==> src/design/approximate_substring_matcher_core_defines.svh <==
// Assertion helpers shared by the matcher RTL.
`ifndef APPROXIMATE_SUBSTRING_MATCHER_CORE_DEFINES_SVH
`define APPROXIMATE_SUBSTRING_MATCHER_CORE_DEFINES_SVH

`ifndef SYNTHESIS
// same-cycle implication
`define ASM_ASSERT_NOW(lbl, ante, cons) \
  lbl: assert property (@(posedge clk) disable iff (!rst_n) (ante) |-> (cons)) \
    else $error("asm assertion failed");
// next-cycle implication
`define ASM_ASSERT_NEXT(lbl, ante, cons) \
  lbl: assert property (@(posedge clk) disable iff (!rst_n) (ante) |=> (cons)) \
    else $error("asm assertion failed");
`else
`define ASM_ASSERT_NOW(lbl, ante, cons)
`define ASM_ASSERT_NEXT(lbl, ante, cons)
`endif

`endif

==> src/design/asm_pkg.sv <==
`default_nettype none

package asm_pkg;

  localparam int ASM_PATTERN_MAX    = 32;
  localparam int ASM_ERRORS_MAX     = 8;
  localparam int ASM_POSITION_WIDTH = 16;

  localparam int ASM_PATTERN_REGS = 4;
  localparam int ASM_BYTES_PER_REG = 8;
  localparam int ASM_CFG_IDX_W    = 3;
  localparam int ASM_CFG_DATA_W   = 64;
  localparam int ASM_LEN_W        = 6;
  localparam int ASM_ERR_W        = 4;

  typedef logic [ASM_CFG_DATA_W-1:0] asm_pat_word_t;

  typedef enum logic [ASM_CFG_IDX_W-1:0] {
    ASM_CFG_PAT0 = 3'd0,
    ASM_CFG_PAT1 = 3'd1,
    ASM_CFG_PAT2 = 3'd2,
    ASM_CFG_PAT3 = 3'd3,
    ASM_CFG_LEN  = 3'd4,
    ASM_CFG_ERR  = 3'd5
  } asm_cfg_idx_t;

endpackage

`default_nettype wire

==> src/design/asm_stream_ifs.sv <==
`default_nettype none

interface asm_in_if;
  logic       valid;
  logic       ready;
  logic [7:0] text_byte;
  logic       last_of_string;

  modport source (output valid, output text_byte, output last_of_string, input ready);
  modport sink   (input valid, input text_byte, input last_of_string, output ready);
endinterface

interface asm_out_if #(
  parameter int POS_W = 16
);
  logic             valid;
  logic             ready;
  logic             match_here;
  logic             match_seen;
  logic [POS_W-1:0] first_match_position;
  logic             string_done;

  modport source (output valid, output match_here, output match_seen,
                  output first_match_position, output string_done, input ready);
  modport sink   (input valid, input match_here, input match_seen,
                  input first_match_position, input string_done, output ready);
endinterface

`default_nettype wire

==> src/design/asm_char_mask.sv <==
`default_nettype none

module asm_char_mask import asm_pkg::*; #(
  parameter int PATTERN_MAX = ASM_PATTERN_MAX,
  parameter int LW          = $clog2(PATTERN_MAX + 1)
) (
  input  wire logic [7:0]          text_byte,
  input  wire asm_pat_word_t       pat_words [ASM_PATTERN_REGS],
  input  wire logic [LW-1:0]       used_len,
  output      logic [PATTERN_MAX-1:0] cmask
);

  localparam int HELD_BYTES = ASM_PATTERN_REGS * ASM_BYTES_PER_REG;

  // one comparator per pattern position; positions past the held bytes compare to zero
  for (genvar i = 0; i < PATTERN_MAX; i++) begin : g_pos
    if (i < HELD_BYTES) begin : g_held
      assign cmask[i] = (LW'(i) < used_len) &&
        (pat_words[i / ASM_BYTES_PER_REG][(i % ASM_BYTES_PER_REG) * 8 +: 8] == text_byte);
    end else begin : g_zero
      assign cmask[i] = (LW'(i) < used_len) && (text_byte == 8'd0);
    end
  end

endmodule

`default_nettype wire

==> src/design/asm_row_update.sv <==
`default_nettype none
`include "approximate_substring_matcher_core_defines.svh"

module asm_row_update import asm_pkg::*; #(
  parameter int PATTERN_MAX    = ASM_PATTERN_MAX,
  parameter int ERRORS_MAX     = ASM_ERRORS_MAX,
  parameter int POSITION_WIDTH = ASM_POSITION_WIDTH,
  parameter int IW             = $clog2(PATTERN_MAX),
  parameter int KW             = $clog2(ERRORS_MAX + 1)
) (
  input  wire logic                      clk,
  input  wire logic                      rst_n,
  input  wire logic                      fire,
  input  wire logic [PATTERN_MAX-1:0]    cmask,
  input  wire logic                      last,
  input  wire logic [IW-1:0]             tail_idx,
  input  wire logic [KW-1:0]             err_k,
  output      logic                      match_here,
  output      logic                      match_seen,
  output      logic [POSITION_WIDTH-1:0] first_pos
);

  localparam int ROWS = ERRORS_MAX + 1;
  localparam logic [POSITION_WIDTH-1:0] POS_MAX = '1;

  logic [PATTERN_MAX-1:0]    rows_r   [ROWS];
  logic [PATTERN_MAX-1:0]    rows_nxt [ROWS];
  logic [PATTERN_MAX-1:0]    row_init [ROWS];
  logic [POSITION_WIDTH-1:0] pos_r;
  logic [POSITION_WIDTH-1:0] first_r;
  logic                      found_r;

  // row d starts with its low d bits set
  always_comb begin
    for (int d = 0; d < ROWS; d++) begin
      for (int j = 0; j < PATTERN_MAX; j++) begin
        row_init[d][j] = (j < d);
      end
    end
  end

  // shift-and with insert/delete/substitute terms rippling up from row 0
  always_comb begin
    rows_nxt[0] = {rows_r[0][PATTERN_MAX-2:0], 1'b1} & cmask;
    for (int d = 1; d < ROWS; d++) begin
      rows_nxt[d] = ({rows_r[d][PATTERN_MAX-2:0], 1'b1} & cmask)
                  | {rows_r[d-1][PATTERN_MAX-2:0] | rows_nxt[d-1][PATTERN_MAX-2:0], 1'b1}
                  | rows_r[d-1];
    end
  end

  assign match_here = rows_nxt[err_k][tail_idx];
  assign match_seen = found_r | match_here;
  assign first_pos  = found_r ? first_r : (match_here ? pos_r : '0);

  always_ff @(posedge clk) begin
    if (!rst_n) begin
      rows_r  <= row_init;
      pos_r   <= '0;
      first_r <= '0;
      found_r <= 1'b0;
    end else if (fire) begin
      if (last) begin
        rows_r  <= row_init;
        pos_r   <= '0;
        first_r <= '0;
        found_r <= 1'b0;
      end else begin
        rows_r  <= rows_nxt;
        pos_r   <= (pos_r == POS_MAX) ? pos_r : pos_r + 1'b1;
        first_r <= first_pos;
        found_r <= match_seen;
      end
    end
  end

  `ASM_ASSERT_NEXT(a_string_restart, fire && last, pos_r == '0 && !found_r && first_r == '0)
  `ASM_ASSERT_NOW(a_first_not_ahead, found_r, first_r <= pos_r)

endmodule

`default_nettype wire

==> src/design/approximate_substring_matcher_core.sv <==
// Approximate substring matcher: finds a configured pattern of up to PATTERN_MAX
// bytes in a byte stream, allowing up to error_limit edit errors.
// Configuration: write pattern words, pattern_length and error_limit through the
// cfg_ port while no text is in flight; a write to index 6 or 7 is dropped.
// Input channel in_stream: one text byte per beat, last_of_string on the final
// byte of a string. Output channel out_stream: one result per input beat, in
// order: match_here, match_seen, first_match_position and string_done.
// A byte taken on in_stream passes through the input register, then the result
// register, before its result is shown on out_stream.
// Throughput: one byte per cycle unless out_stream stalls. The byte compare feeds
// the input register; the error-row update, rippling through ERRORS_MAX + 1 rows,
// feeds the result register. A stalled receiver holds the result register; one
// more byte is still taken if the input register is empty, then in_stream.ready drops.
// Reset (rst_n low, synchronous) empties both registers, clears the pattern,
// sets pattern_length to 1 and error_limit to 0, and starts a new string.
`default_nettype none
`include "approximate_substring_matcher_core_defines.svh"

module approximate_substring_matcher_core import asm_pkg::*; #(
  parameter int PATTERN_MAX    = ASM_PATTERN_MAX,
  parameter int ERRORS_MAX     = ASM_ERRORS_MAX,
  parameter int POSITION_WIDTH = ASM_POSITION_WIDTH
) (
  input  wire logic                      clk,
  input  wire logic                      rst_n,
  asm_in_if.sink                         in_stream,
  asm_out_if.source                      out_stream,
  input  wire logic                      cfg_we,
  input  wire logic [ASM_CFG_IDX_W-1:0]  cfg_index,
  input  wire logic [ASM_CFG_DATA_W-1:0] cfg_data
);

  localparam int LW = $clog2(PATTERN_MAX + 1);
  localparam int IW = $clog2(PATTERN_MAX);
  localparam int KW = $clog2(ERRORS_MAX + 1);
  localparam logic [ASM_LEN_W:0] LEN_CAP = (ASM_LEN_W + 1)'(PATTERN_MAX);
  localparam logic [ASM_ERR_W:0] ERR_CAP = (ASM_ERR_W + 1)'(ERRORS_MAX);

  asm_pat_word_t        pat_r [ASM_PATTERN_REGS];
  logic [ASM_LEN_W-1:0] len_r;
  logic [ASM_ERR_W-1:0] err_r;

  logic [LW-1:0] used_len;
  logic [IW-1:0] tail_idx;
  logic [KW-1:0] err_k;

  logic [PATTERN_MAX-1:0] cmask;
  logic [PATTERN_MAX-1:0] in_mask_r;
  logic                   in_last_r;
  logic                   in_valid_r;

  logic                      out_valid_r;
  logic                      out_here_r;
  logic                      out_seen_r;
  logic [POSITION_WIDTH-1:0] out_first_r;
  logic                      out_done_r;

  logic                      advance;
  logic                      fire;
  logic                      in_ready;
  logic                      row_here;
  logic                      row_seen;
  logic [POSITION_WIDTH-1:0] row_first;

  // configuration registers
  always_ff @(posedge clk) begin
    if (!rst_n) begin
      for (int r = 0; r < ASM_PATTERN_REGS; r++) begin
        pat_r[r] <= '0;
      end
      len_r <= ASM_LEN_W'(1);
      err_r <= '0;
    end else if (cfg_we) begin
      unique case (asm_cfg_idx_t'(cfg_index))
        ASM_CFG_PAT0: pat_r[0] <= cfg_data;
        ASM_CFG_PAT1: pat_r[1] <= cfg_data;
        ASM_CFG_PAT2: pat_r[2] <= cfg_data;
        ASM_CFG_PAT3: pat_r[3] <= cfg_data;
        ASM_CFG_LEN:  len_r    <= cfg_data[ASM_LEN_W-1:0];
        ASM_CFG_ERR:  err_r    <= cfg_data[ASM_ERR_W-1:0];
        default:      ;
      endcase
    end
  end

  // zero length acts as one; both limits saturate
  always_comb begin
    if (len_r == '0) begin
      used_len = LW'(1);
    end else if ({1'b0, len_r} > LEN_CAP) begin
      used_len = LW'(PATTERN_MAX);
    end else begin
      used_len = LW'(len_r);
    end
    tail_idx = IW'(used_len - LW'(1));
    err_k    = ({1'b0, err_r} > ERR_CAP) ? KW'(ERRORS_MAX) : KW'(err_r);
  end

  asm_char_mask #(
    .PATTERN_MAX (PATTERN_MAX),
    .LW          (LW)
  ) u_mask (
    .text_byte (in_stream.text_byte),
    .pat_words (pat_r),
    .used_len  (used_len),
    .cmask     (cmask)
  );

  assign advance         = !out_valid_r || out_stream.ready;
  assign fire            = in_valid_r && advance;
  assign in_ready        = !in_valid_r || advance;
  assign in_stream.ready = in_ready;

  // input register: the byte's match mask and end marker
  always_ff @(posedge clk) begin
    if (!rst_n) begin
      in_valid_r <= 1'b0;
    end else if (in_ready) begin
      in_valid_r <= in_stream.valid;
    end
  end

  always_ff @(posedge clk) begin
    if (in_ready && in_stream.valid) begin
      in_mask_r <= cmask;
      in_last_r <= in_stream.last_of_string;
    end
  end

  asm_row_update #(
    .PATTERN_MAX    (PATTERN_MAX),
    .ERRORS_MAX     (ERRORS_MAX),
    .POSITION_WIDTH (POSITION_WIDTH),
    .IW             (IW),
    .KW             (KW)
  ) u_rows (
    .clk        (clk),
    .rst_n      (rst_n),
    .fire       (fire),
    .cmask      (in_mask_r),
    .last       (in_last_r),
    .tail_idx   (tail_idx),
    .err_k      (err_k),
    .match_here (row_here),
    .match_seen (row_seen),
    .first_pos  (row_first)
  );

  // result register
  always_ff @(posedge clk) begin
    if (!rst_n) begin
      out_valid_r <= 1'b0;
    end else if (advance) begin
      out_valid_r <= in_valid_r;
    end
  end

  always_ff @(posedge clk) begin
    if (fire) begin
      out_here_r  <= row_here;
      out_seen_r  <= row_seen;
      out_first_r <= row_first;
      out_done_r  <= in_last_r;
    end
  end

  assign out_stream.valid                = out_valid_r;
  assign out_stream.match_here           = out_here_r;
  assign out_stream.match_seen           = out_seen_r;
  assign out_stream.first_match_position = out_first_r;
  assign out_stream.string_done          = out_done_r;

  `ASM_ASSERT_NOW(a_ready_only_when_full, !in_ready, in_valid_r && out_valid_r && !out_stream.ready)
  `ASM_ASSERT_NOW(a_here_implies_seen, out_valid_r && out_here_r, out_seen_r)

endmodule

`default_nettype wire

==> src/flat_wrapper.sv <==
// flat-port wrapper written by rule: the top's interface ports become plain ports
module approximate_substring_matcher_core_flat import asm_pkg::*;
#(
  parameter int PATTERN_MAX    = ASM_PATTERN_MAX,
  parameter int ERRORS_MAX     = ASM_ERRORS_MAX,
  parameter int POSITION_WIDTH = ASM_POSITION_WIDTH
)
  (clk, rst_n, cfg_we, cfg_index, cfg_data, in_stream_valid, in_stream_text_byte, in_stream_last_of_string, in_stream_ready, out_stream_valid, out_stream_match_here, out_stream_match_seen, out_stream_first_match_position, out_stream_string_done, out_stream_ready);
  asm_in_if in_stream_i ();
  asm_out_if #(.POS_W(ASM_POSITION_WIDTH)) out_stream_i ();
  input  wire logic clk;
  input  wire logic rst_n;
  input  wire logic cfg_we;
  input  wire logic [ASM_CFG_IDX_W-1:0] cfg_index;
  input  wire logic [ASM_CFG_DATA_W-1:0] cfg_data;
  input wire logic [$bits(in_stream_i.valid)-1:0] in_stream_valid;
  input wire logic [$bits(in_stream_i.text_byte)-1:0] in_stream_text_byte;
  input wire logic [$bits(in_stream_i.last_of_string)-1:0] in_stream_last_of_string;
  output wire logic [$bits(in_stream_i.ready)-1:0] in_stream_ready;
  output wire logic [$bits(out_stream_i.valid)-1:0] out_stream_valid;
  output wire logic [$bits(out_stream_i.match_here)-1:0] out_stream_match_here;
  output wire logic [$bits(out_stream_i.match_seen)-1:0] out_stream_match_seen;
  output wire logic [$bits(out_stream_i.first_match_position)-1:0] out_stream_first_match_position;
  output wire logic [$bits(out_stream_i.string_done)-1:0] out_stream_string_done;
  input wire logic [$bits(out_stream_i.ready)-1:0] out_stream_ready;
  assign in_stream_i.valid = in_stream_valid;
  assign in_stream_i.text_byte = in_stream_text_byte;
  assign in_stream_i.last_of_string = in_stream_last_of_string;
  assign in_stream_ready = in_stream_i.ready;
  assign out_stream_valid = out_stream_i.valid;
  assign out_stream_match_here = out_stream_i.match_here;
  assign out_stream_match_seen = out_stream_i.match_seen;
  assign out_stream_first_match_position = out_stream_i.first_match_position;
  assign out_stream_string_done = out_stream_i.string_done;
  assign out_stream_i.ready = out_stream_ready;
  approximate_substring_matcher_core #(.PATTERN_MAX(PATTERN_MAX), .ERRORS_MAX(ERRORS_MAX), .POSITION_WIDTH(POSITION_WIDTH)) u_core (.clk(clk), .rst_n(rst_n), .in_stream(in_stream_i), .out_stream(out_stream_i), .cfg_we(cfg_we), .cfg_index(cfg_index), .cfg_data(cfg_data));
endmodule
==> config.mk <==
export PLATFORM = sky130hd
export DESIGN_NAME = approximate_substring_matcher_core_flat
export DESIGN_NICKNAME = d
export VERILOG_FILES = /design/src/design/asm_pkg.sv /design/src/design/asm_stream_ifs.sv /design/src/design/asm_char_mask.sv /design/src/design/asm_row_update.sv /design/src/design/approximate_substring_matcher_core.sv /design/src/flat_wrapper.sv
export VERILOG_INCLUDE_DIRS = /design/src /design/src/design
export SDC_FILE = /design/constraint.sdc
export NUM_CORES = 2
export LEC_CHECK = 0
export BUFFER_PORTS_ARGS = -buffer_cell sky130_fd_sc_hd__buf_2
export CORE_UTILIZATION = 30
export CTS_BUF_LIST = sky130_fd_sc_hd__clkbuf_4 sky130_fd_sc_hd__clkbuf_8
export DETAILED_ROUTE_END_ITERATION = 7
export GPL_TIMING_DRIVEN = 0
export PLACE_DENSITY = 0.55
export SYNTH_ARGS = -nofsm -noshare
export SYNTH_HDL_FRONTEND = slang
export SYNTH_SLANG_ARGS = --single-unit
==> constraint.sdc <==
create_clock -name clk -period 4.4 [get_ports clk]
set_input_delay 0.66 -clock clk [delete_from_list [all_inputs] [get_ports clk]]
set_output_delay 0.66 -clock clk [all_outputs]
set_load 0.01 [all_outputs]
# Yosys cells after proc, flatten, opt, wreduce, memory -nomap -nowiden
# Index checks and enable logic that the tools add are counted.
# op_classes
n_addsub	2
n_mul	0
div_mod_pow	0
n_lt_le_gt_ge	36
eq_ne	39
shift	0
mux	15
bitwise_logic	35
reduce_logical	47
# op_table
cell	n
bitwise OR 32 bit	16
bitwise AND 32 bit	9
2-to-1 mux 288 bit	1
== test 8 bit	32
bitwise OR 31 bit	8
binary-select mux 32 bit (select 4 bit)	1
less-than comparator 5 x 6 -> 1 bit (first input constant)	16
2-to-1 mux 16 bit	5
2-to-1 mux 32 bit	2
less-than comparator 4 x 6 -> 1 bit (first input constant)	8
logical AND 1 bit	34
less-than comparator 3 x 6 -> 1 bit (first input constant)	4
adder 16 x 1 -> 16 bit (second input constant)	1
== test 16 bit (second input constant)	1
AND reduction 2 bit	7
less-than comparator 1 x 6 -> 1 bit (first input constant)	2
less-than comparator 2 x 6 -> 1 bit (first input constant)	2
2-to-1 mux 6 bit	2
== test 3 x 2 -> 1 bit (second input constant)	2
== test 3 bit (second input constant)	2
greater-than comparator 6 bit (second input constant)	1
logical NOT 6 bit	1
less-than comparator 5 x 6 -> 1 bit (second input constant)	1
binary-select mux 1 bit (select 5 bit)	1
12 further kinds	15
# totals
reg_bits	640
latch_bits	0
ramBits	0
romBits	0
inputBits	81
out_inout_bits	21
elab_cells	200
memories	0

# Longest topological paths before layout
# depth
depth_word	33
mapped_depth	19
depth_no_buf	13

# By module
# A second synthesis with hierarchy kept.
# unflattened
hier_cells	3484
hier_area_um2	31079.8
# by_module_without_submodules
mod	n_inst	cells_each	area_each_um2	seq_area_each_um2
asm_row_update	1	2031	16316.9	5685.5
approximate_substring_matcher_core	1	1020	11426.0	6926.6
asm_char_mask	1	433	3337.0	0.0

# Worst setup path after synthesis
# Ideal clock, no wire load.
# synth_timing
path_type	flip-flop to flip-flop
from	register u_core.len_r[2]
to	register u_core.out_first_r[6], in the netlist u_core.out_stream.first_match_position[6] (data pin)
setup_ps	270
arrival_time_ps	3422
t_required_ps	4130
slack_ps	707
path_stages_with_launch	18
n_path_buf	5
synth_period_minus_slack_ps	3693
cell_sequence	dfxtp_1 > nor4_1 > o21a_1 > buf_2 > inv_2 > buf_2 > clkbuf_1 > ha_1 > clkbuf_1 > inv_1 > xnor2_1 > nor2_1 > a22oi_1 > o2111ai_1 > a22o_1 > a21oi_2 > buf_4 > a21oi_1
# synth_between
elab_chain_len	8
word_cells_on_any_way	9
classes_between	add/sub (1); order compare (1); mux (6); reduce/logical (1)
# synth_rtl
item	line_no	source
from (decl)	approximate_substring_matcher_core.sv:40	logic [ASM_LEN_W-1:0] len_r;
from (signal assigned)	approximate_substring_matcher_core.sv:79	ASM_CFG_LEN: len_r <= cfg_data[ASM_LEN_W-1:0];
greater-than comparator 6 bit	approximate_substring_matcher_core.sv:90	end else if ({1'b0, len_r} > LEN_CAP) begin
2-to-1 mux 6 bit	approximate_substring_matcher_core.sv:90	
2-to-1 mux 6 bit (*)	approximate_substring_matcher_core.sv:88	if (len_r == '0) begin
subtractor 5 x 1 -> 5 bit (*)	approximate_substring_matcher_core.sv:95	tail_idx = IW'(used_len - LW'(1));
binary-select mux 1 bit (select 5 bit) (*)	asm_row_update.sv:52	assign match_here = rows_nxt[err_k][tail_idx];
2-to-1 mux 1 bit (implied by the code) (*)	asm_row_update.sv:52	
2-to-1 mux 16 bit (*) (2 in series)	asm_row_update.sv:54	assign first_pos = found_r ? first_r : (match_here ? pos_r : '0);
net u_core.row_first[6]	approximate_substring_matcher_core.sv:63	logic [POSITION_WIDTH-1:0] row_first;
to (signal assigned)	approximate_substring_matcher_core.sv:162	out_first_r <= row_first;
to (decl)	approximate_substring_matcher_core.sv:55	logic [POSITION_WIDTH-1:0] out_first_r;
# Mark *: on every way through the listed nets, which the timed path passes. The rest lies on a longest branch. The select of a mux whose other input is x is not followed.
# A chain may end at the register's enable or synchronous reset.

# Final worst setup path
# layout_timing
from	register u_core.err_r[3]
to	register u_core.out_first_r[6], in the netlist u_core.out_stream.first_match_position[6] (data pin)
# layout_between
elab_chain_len	10
# layout_rtl
item	line_no	source
from (decl)	approximate_substring_matcher_core.sv:41	logic [ASM_ERR_W-1:0] err_r;
from (signal assigned)	approximate_substring_matcher_core.sv:80	ASM_CFG_ERR: err_r <= cfg_data[ASM_ERR_W-1:0];
greater-than comparator 4 bit	approximate_substring_matcher_core.sv:96	err_k = ({1'b0, err_r} > ERR_CAP) ? KW'(ERRORS_MAX) : KW'(err_r);
2-to-1 mux 4 bit (*)	approximate_substring_matcher_core.sv:96	
inverter 4 -> 5 bit (implied by the code) (*)	asm_row_update.sv:52	
binary-select mux 32 bit (select 4 bit) (*)	asm_row_update.sv:52	
2-to-1 mux 32 bit (implied by the code) (*) (2 in series)	asm_row_update.sv:52	
binary-select mux 1 bit (select 5 bit) (*)	asm_row_update.sv:52	
2-to-1 mux 1 bit (implied by the code) (*)	asm_row_update.sv:52	
2-to-1 mux 16 bit (*) (2 in series)	asm_row_update.sv:54	
net u_core.row_first[6]	approximate_substring_matcher_core.sv:63	
# Marked as above.

==> out/qor.csv <==
stage,metric,value,unit
floorplan,row cnt,117,
detailed_routing,Via Count,31129,
yosys,"top cells by count, synth","nand2_1 (773), dfxtp_1 (552), a21boi_0 (276)",
detailed_routing,DRC marker count from the first detailed-route iteration,3810,
worst_hold_path,hold endpoint,u_core.in_last_r,
yosys,sequential area share after synthesis,40.4,%
run,Max Cap Viol,1,
yosys,Syn Nets,3875,
yosys,YS warnings,0,
place,Placed Cells,5252,
global_routing,most crowded layer after global routing,met2,
worst_hold_path,Hold Path Origin,in_stream_last_of_string,
global_routing,grt met1 use,34.4,%
timing,minimum clock period,4.52,ns
global_routing,initial antenna violation count,11,
global_routing,first-pass GRT wire length,205,mm
place,IO Port Bufs,91,
yosys,library cell with the largest summed area after synthesis,dfxtp_1,
timing,Slew headroom,0.353,%
detailed_routing,wire per inst,26.2,um
floorplan,core area,102000,sq um
power_and_ir_drop,VDD IR max,0.000255,V
detailed_routing,# DRC,2,
place,DP HPWL,103,mm
timing,Worst Slack Setup Final,-0.120,ns
yosys,Seq cells post-synth,604,
yosys,Post-Syn Area per Cell,8.23,sq um
worst_setup_path,Max stage delay on crit path,0.91,ns
global_routing,GR Layer Usage met2,39.9,%
yosys,area fraction of the dominant cell type after synthesis,35.4,%
detailed_routing,routed vias/inst,5.71,
floorplan,Die Wd,324,um
layout,layout cells sized above 1,9.34,%
worst_setup_path,crit path max fanout,10,
floorplan,num ports,102,
floorplan,Die ar.,105000,sq um
global_routing,largest net degree at the start of global routing,34,
timing,Fin. Hold Viols,0,
status,violated checks,"DRC, capacitance limit, setup timing",
worst_setup_path,Setup Crit Path Kind,reg2reg,
worst_setup_path,crit path capture type,flop,
worst_setup_path,CP Launch Type,flop,
timing,pins over their slew limit,0,
layout,Area Overhead vs Synth,15.0,%
worst_setup_path,worst path arrival time,5.01,ns
floorplan,Initial Utilization,30.4,%
global_routing,grt ovf,0,
clocking,# clock sinks,604,
power_and_ir_drop,Pleak,0.0123,uW
worst_setup_path,Worst Reg-to-Reg Cells,11,
clocking,CTS tree,built,
clocking,root buf cell,clkbuf_8,
detailed_routing,final WL,143,mm
worst_setup_path,critical-path cell list,"clkbuf_1, nor2b_1, nand3_1, o21ai_0, a221oi_1, o31ai_1, a32oi_1, o31a_1, a21oi_4, buf_4, a21oi_1",
clocking,"Clk pin slew, worst setup/hold paths",0.06,ns
worst_setup_path,r2r endpoint,u_core.out_stream.first_match_position[6],
yosys,most numerous cell in the Yosys netlist,nand2_1,
timing,Tcrit/Tclk final,103,%
timing,setup violators final,11,
timing,RSZ-0062 raised after global routing,false,
worst_setup_path,CP max stage cell,nor2b_1,
detailed_routing,first-pass iteration count of the detailed router,8,
clocking,clock latency at the later pin of the worst-skew pair,0.80,ns
worst_hold_path,hold path depth,1,
worst_hold_path,Hold Crit Class,in2reg,
worst_setup_path,R2R Path Start,u_core.err_r[3],
detailed_routing,Post-DRT Antenna Nets,0,
yosys,synthesized area,31200,sq um
clocking,CTS Buf Count,104,
clocking,H-tree depth,3,
place,post-place setup slack,-2.09,ns
status,status,"complete, but fails checks",
yosys,ys flop type,dfxtp_1,
yosys,number of synthesized flops with an enable pin,52,
yosys,Area contributors post-synth,"dfxtp_1 (35%), nand2_1 (9.3%), a21boi_0 (6.6%), xnor2_1 (5.4%), edfxtp_1 (5.0%)",
clocking,# hold bufs at CTS,0,
floorplan,Die Ht,324,um
timing,Max Freq,0.221,GHz
yosys,ys async rst share,0,%
global_routing,vias in the first global route,29268,
yosys,distinct cell type count after synthesis,80,
layout,final std cells w/o fill,5452,
worst_setup_path,R2R setup slack,-0.12,ns
power_and_ir_drop,pwr dens,350,nW/um^2
yosys,Post-Synthesis Cells,3791,
clocking,Bufs on Longest Clock Path,3,
place,RePlAce Congestion,1.01,
timing,Slew @ Worst Pin,1.49,ns
worst_setup_path,critical path required time,4.89,ns
global_routing,GR Util All Layers,26.1,%
timing,skew final,0.0646,ns
global_routing,GR met3 Demand/Resource,6.25,%
layout,Final nets,4078,
where the power goes:
group / total [uW] / internal, uW / switching, uW
clock network: 5650 / 3060 / 2590
logic: 1220 / 332 / 893
registers: 5680 / 5620 / 60.0
total: 12600 / 9020 / 3540
metal layers:
metal	wire length, um	up-vias
met5	68	-
met4	7460	10
met3	14200	442
met2	61600	1774
met1	59400	15020
li1	-	13883
state kept, by name, summed over array words and instances (netlist names):
register                                count
u_core.in_valid_r                           1
u_core.in_mask_r                           32
u_core.err_r                                4
u_core.out_stream.first_match_position     16
u_core.u_rows.first_r                      16
u_core.out_stream.string_done               1
u_core.u_rows.pos_r                        16
u_core.u_rows.found_r                       1
u_core.out_stream.match_here                1
u_core.len_r                                6
u_core.u_rows.rows_r                      251
u_core.out_stream.match_seen                1
u_core.out_stream.valid                     1
u_core.pat_r                              256
u_core.in_last_r                            1
final cells by class:
type | instances | area (sq um)
diodes | 3 | 7.51
plain buffers | 288 | 1190
clock buffers | 167 | 2080
clock inverters | 26 | 186
fillers | 10950 | 66600
inverters | 23 | 90.1
multi-input cells | 2873 | 17500
flip-flops and latches | 604 | 12600
well taps | 1368 | 1710
repair buffers | 100 | 543
kinds of logic (layout without fill, tap and decap cells):
| family | Yosys count | count (layout) | share of synthesized area (%) |
|---|---|---|---|
| adder cells (fa/ha/maj) | 3 | 3 | 0.120 |
| flip-flops | 604 | 604 | 40.4 |
| AND/OR/NAND/NOR | 1511 | 1511 | 22.7 |
| other | 0 | 3 | 0 |
| buffers and inverters | 314 | 604 | 4.00 |
| multiplexers | 33 | 33 | 1.06 |
| AO/OA/AOI/OAI | 1057 | 1057 | 24.1 |
| XOR/XNOR | 269 | 269 | 7.56 |
worst max path at each step:
| stage | from | end | slack, ns | depth (start not counted) |
|---|---|---|---|---|
| after detailed placement | u_core.len_r[1] | u_core.u_rows.first_r[14] | -2.09 | 18 |
| after CTS | u_core.len_r[2] | u_core.out_stream.match_here | 0.06 | 13 |
| after floorplan | u_core.len_r[2] | u_core.out_stream.first_match_position[6] | 0.71 | 17 |
| final | u_core.err_r[3] | u_core.out_stream.first_match_position[6] | -0.12 | 11 |
| after global routing | u_core.in_mask_r[3] | u_core.out_stream.first_match_position[6] | 0.009 | 10 |
| after global placement | u_core.len_r[1] | u_core.out_stream.match_here | -1.98 | 17 |
worst max-delay path, delay by kind of cell, from the launching register on:
kind	cells	cell delay (ns)
DFF	1	0.41
buffers and inverters	2	0.70
and+or+nand+nor	2	1.55
AOI/OAI and AO/OA	7	1.59
placed cells by master, fill, tap and decap left out, drive strengths merged, types with 70 or more instances in the layout:
master / count
a211oi: 193
a21boi: 277
a21oi: 173
a22oi: 98
buf: 147
clkbuf: 407
dfxtp: 552
nand2: 773
nand3: 85
nand4: 70
nor2: 120
nor2b: 211
nor3: 106
o21ai: 92
xnor2: 191
xor2: 78
metrics by stage:
step / hold WS, ns / instance area, sq um / utilization (%) / power (uW) / TNS (ns)
4_1_cts: 0.000621 / 35800 / 34.9 / 12500 / 0
2_1_floorplan: 0.424 / 31200 / - / 6410 / 0
3_3_place_gp: 0.452 / 33400 / 32.5 / 6970 / -63.98
6_report: 0.0495 / 35900 / 35.0 / 12600 / -0.698
5_1_grt: 0.0195 / 35900 / 35.0 / 12900 / 0
3_5_place_dp: 0.459 / 33400 / 32.6 / 6970 / -67.82
timing repair:
item                                    4_1_cts  5_1_grt
pin swaps                                     2        2
resized for setup                            19       25
endpoints found under the setup margin       36       29
buffers inserted                              5        2
cloned                                        0        0
(Power assumes the default switching activity.)
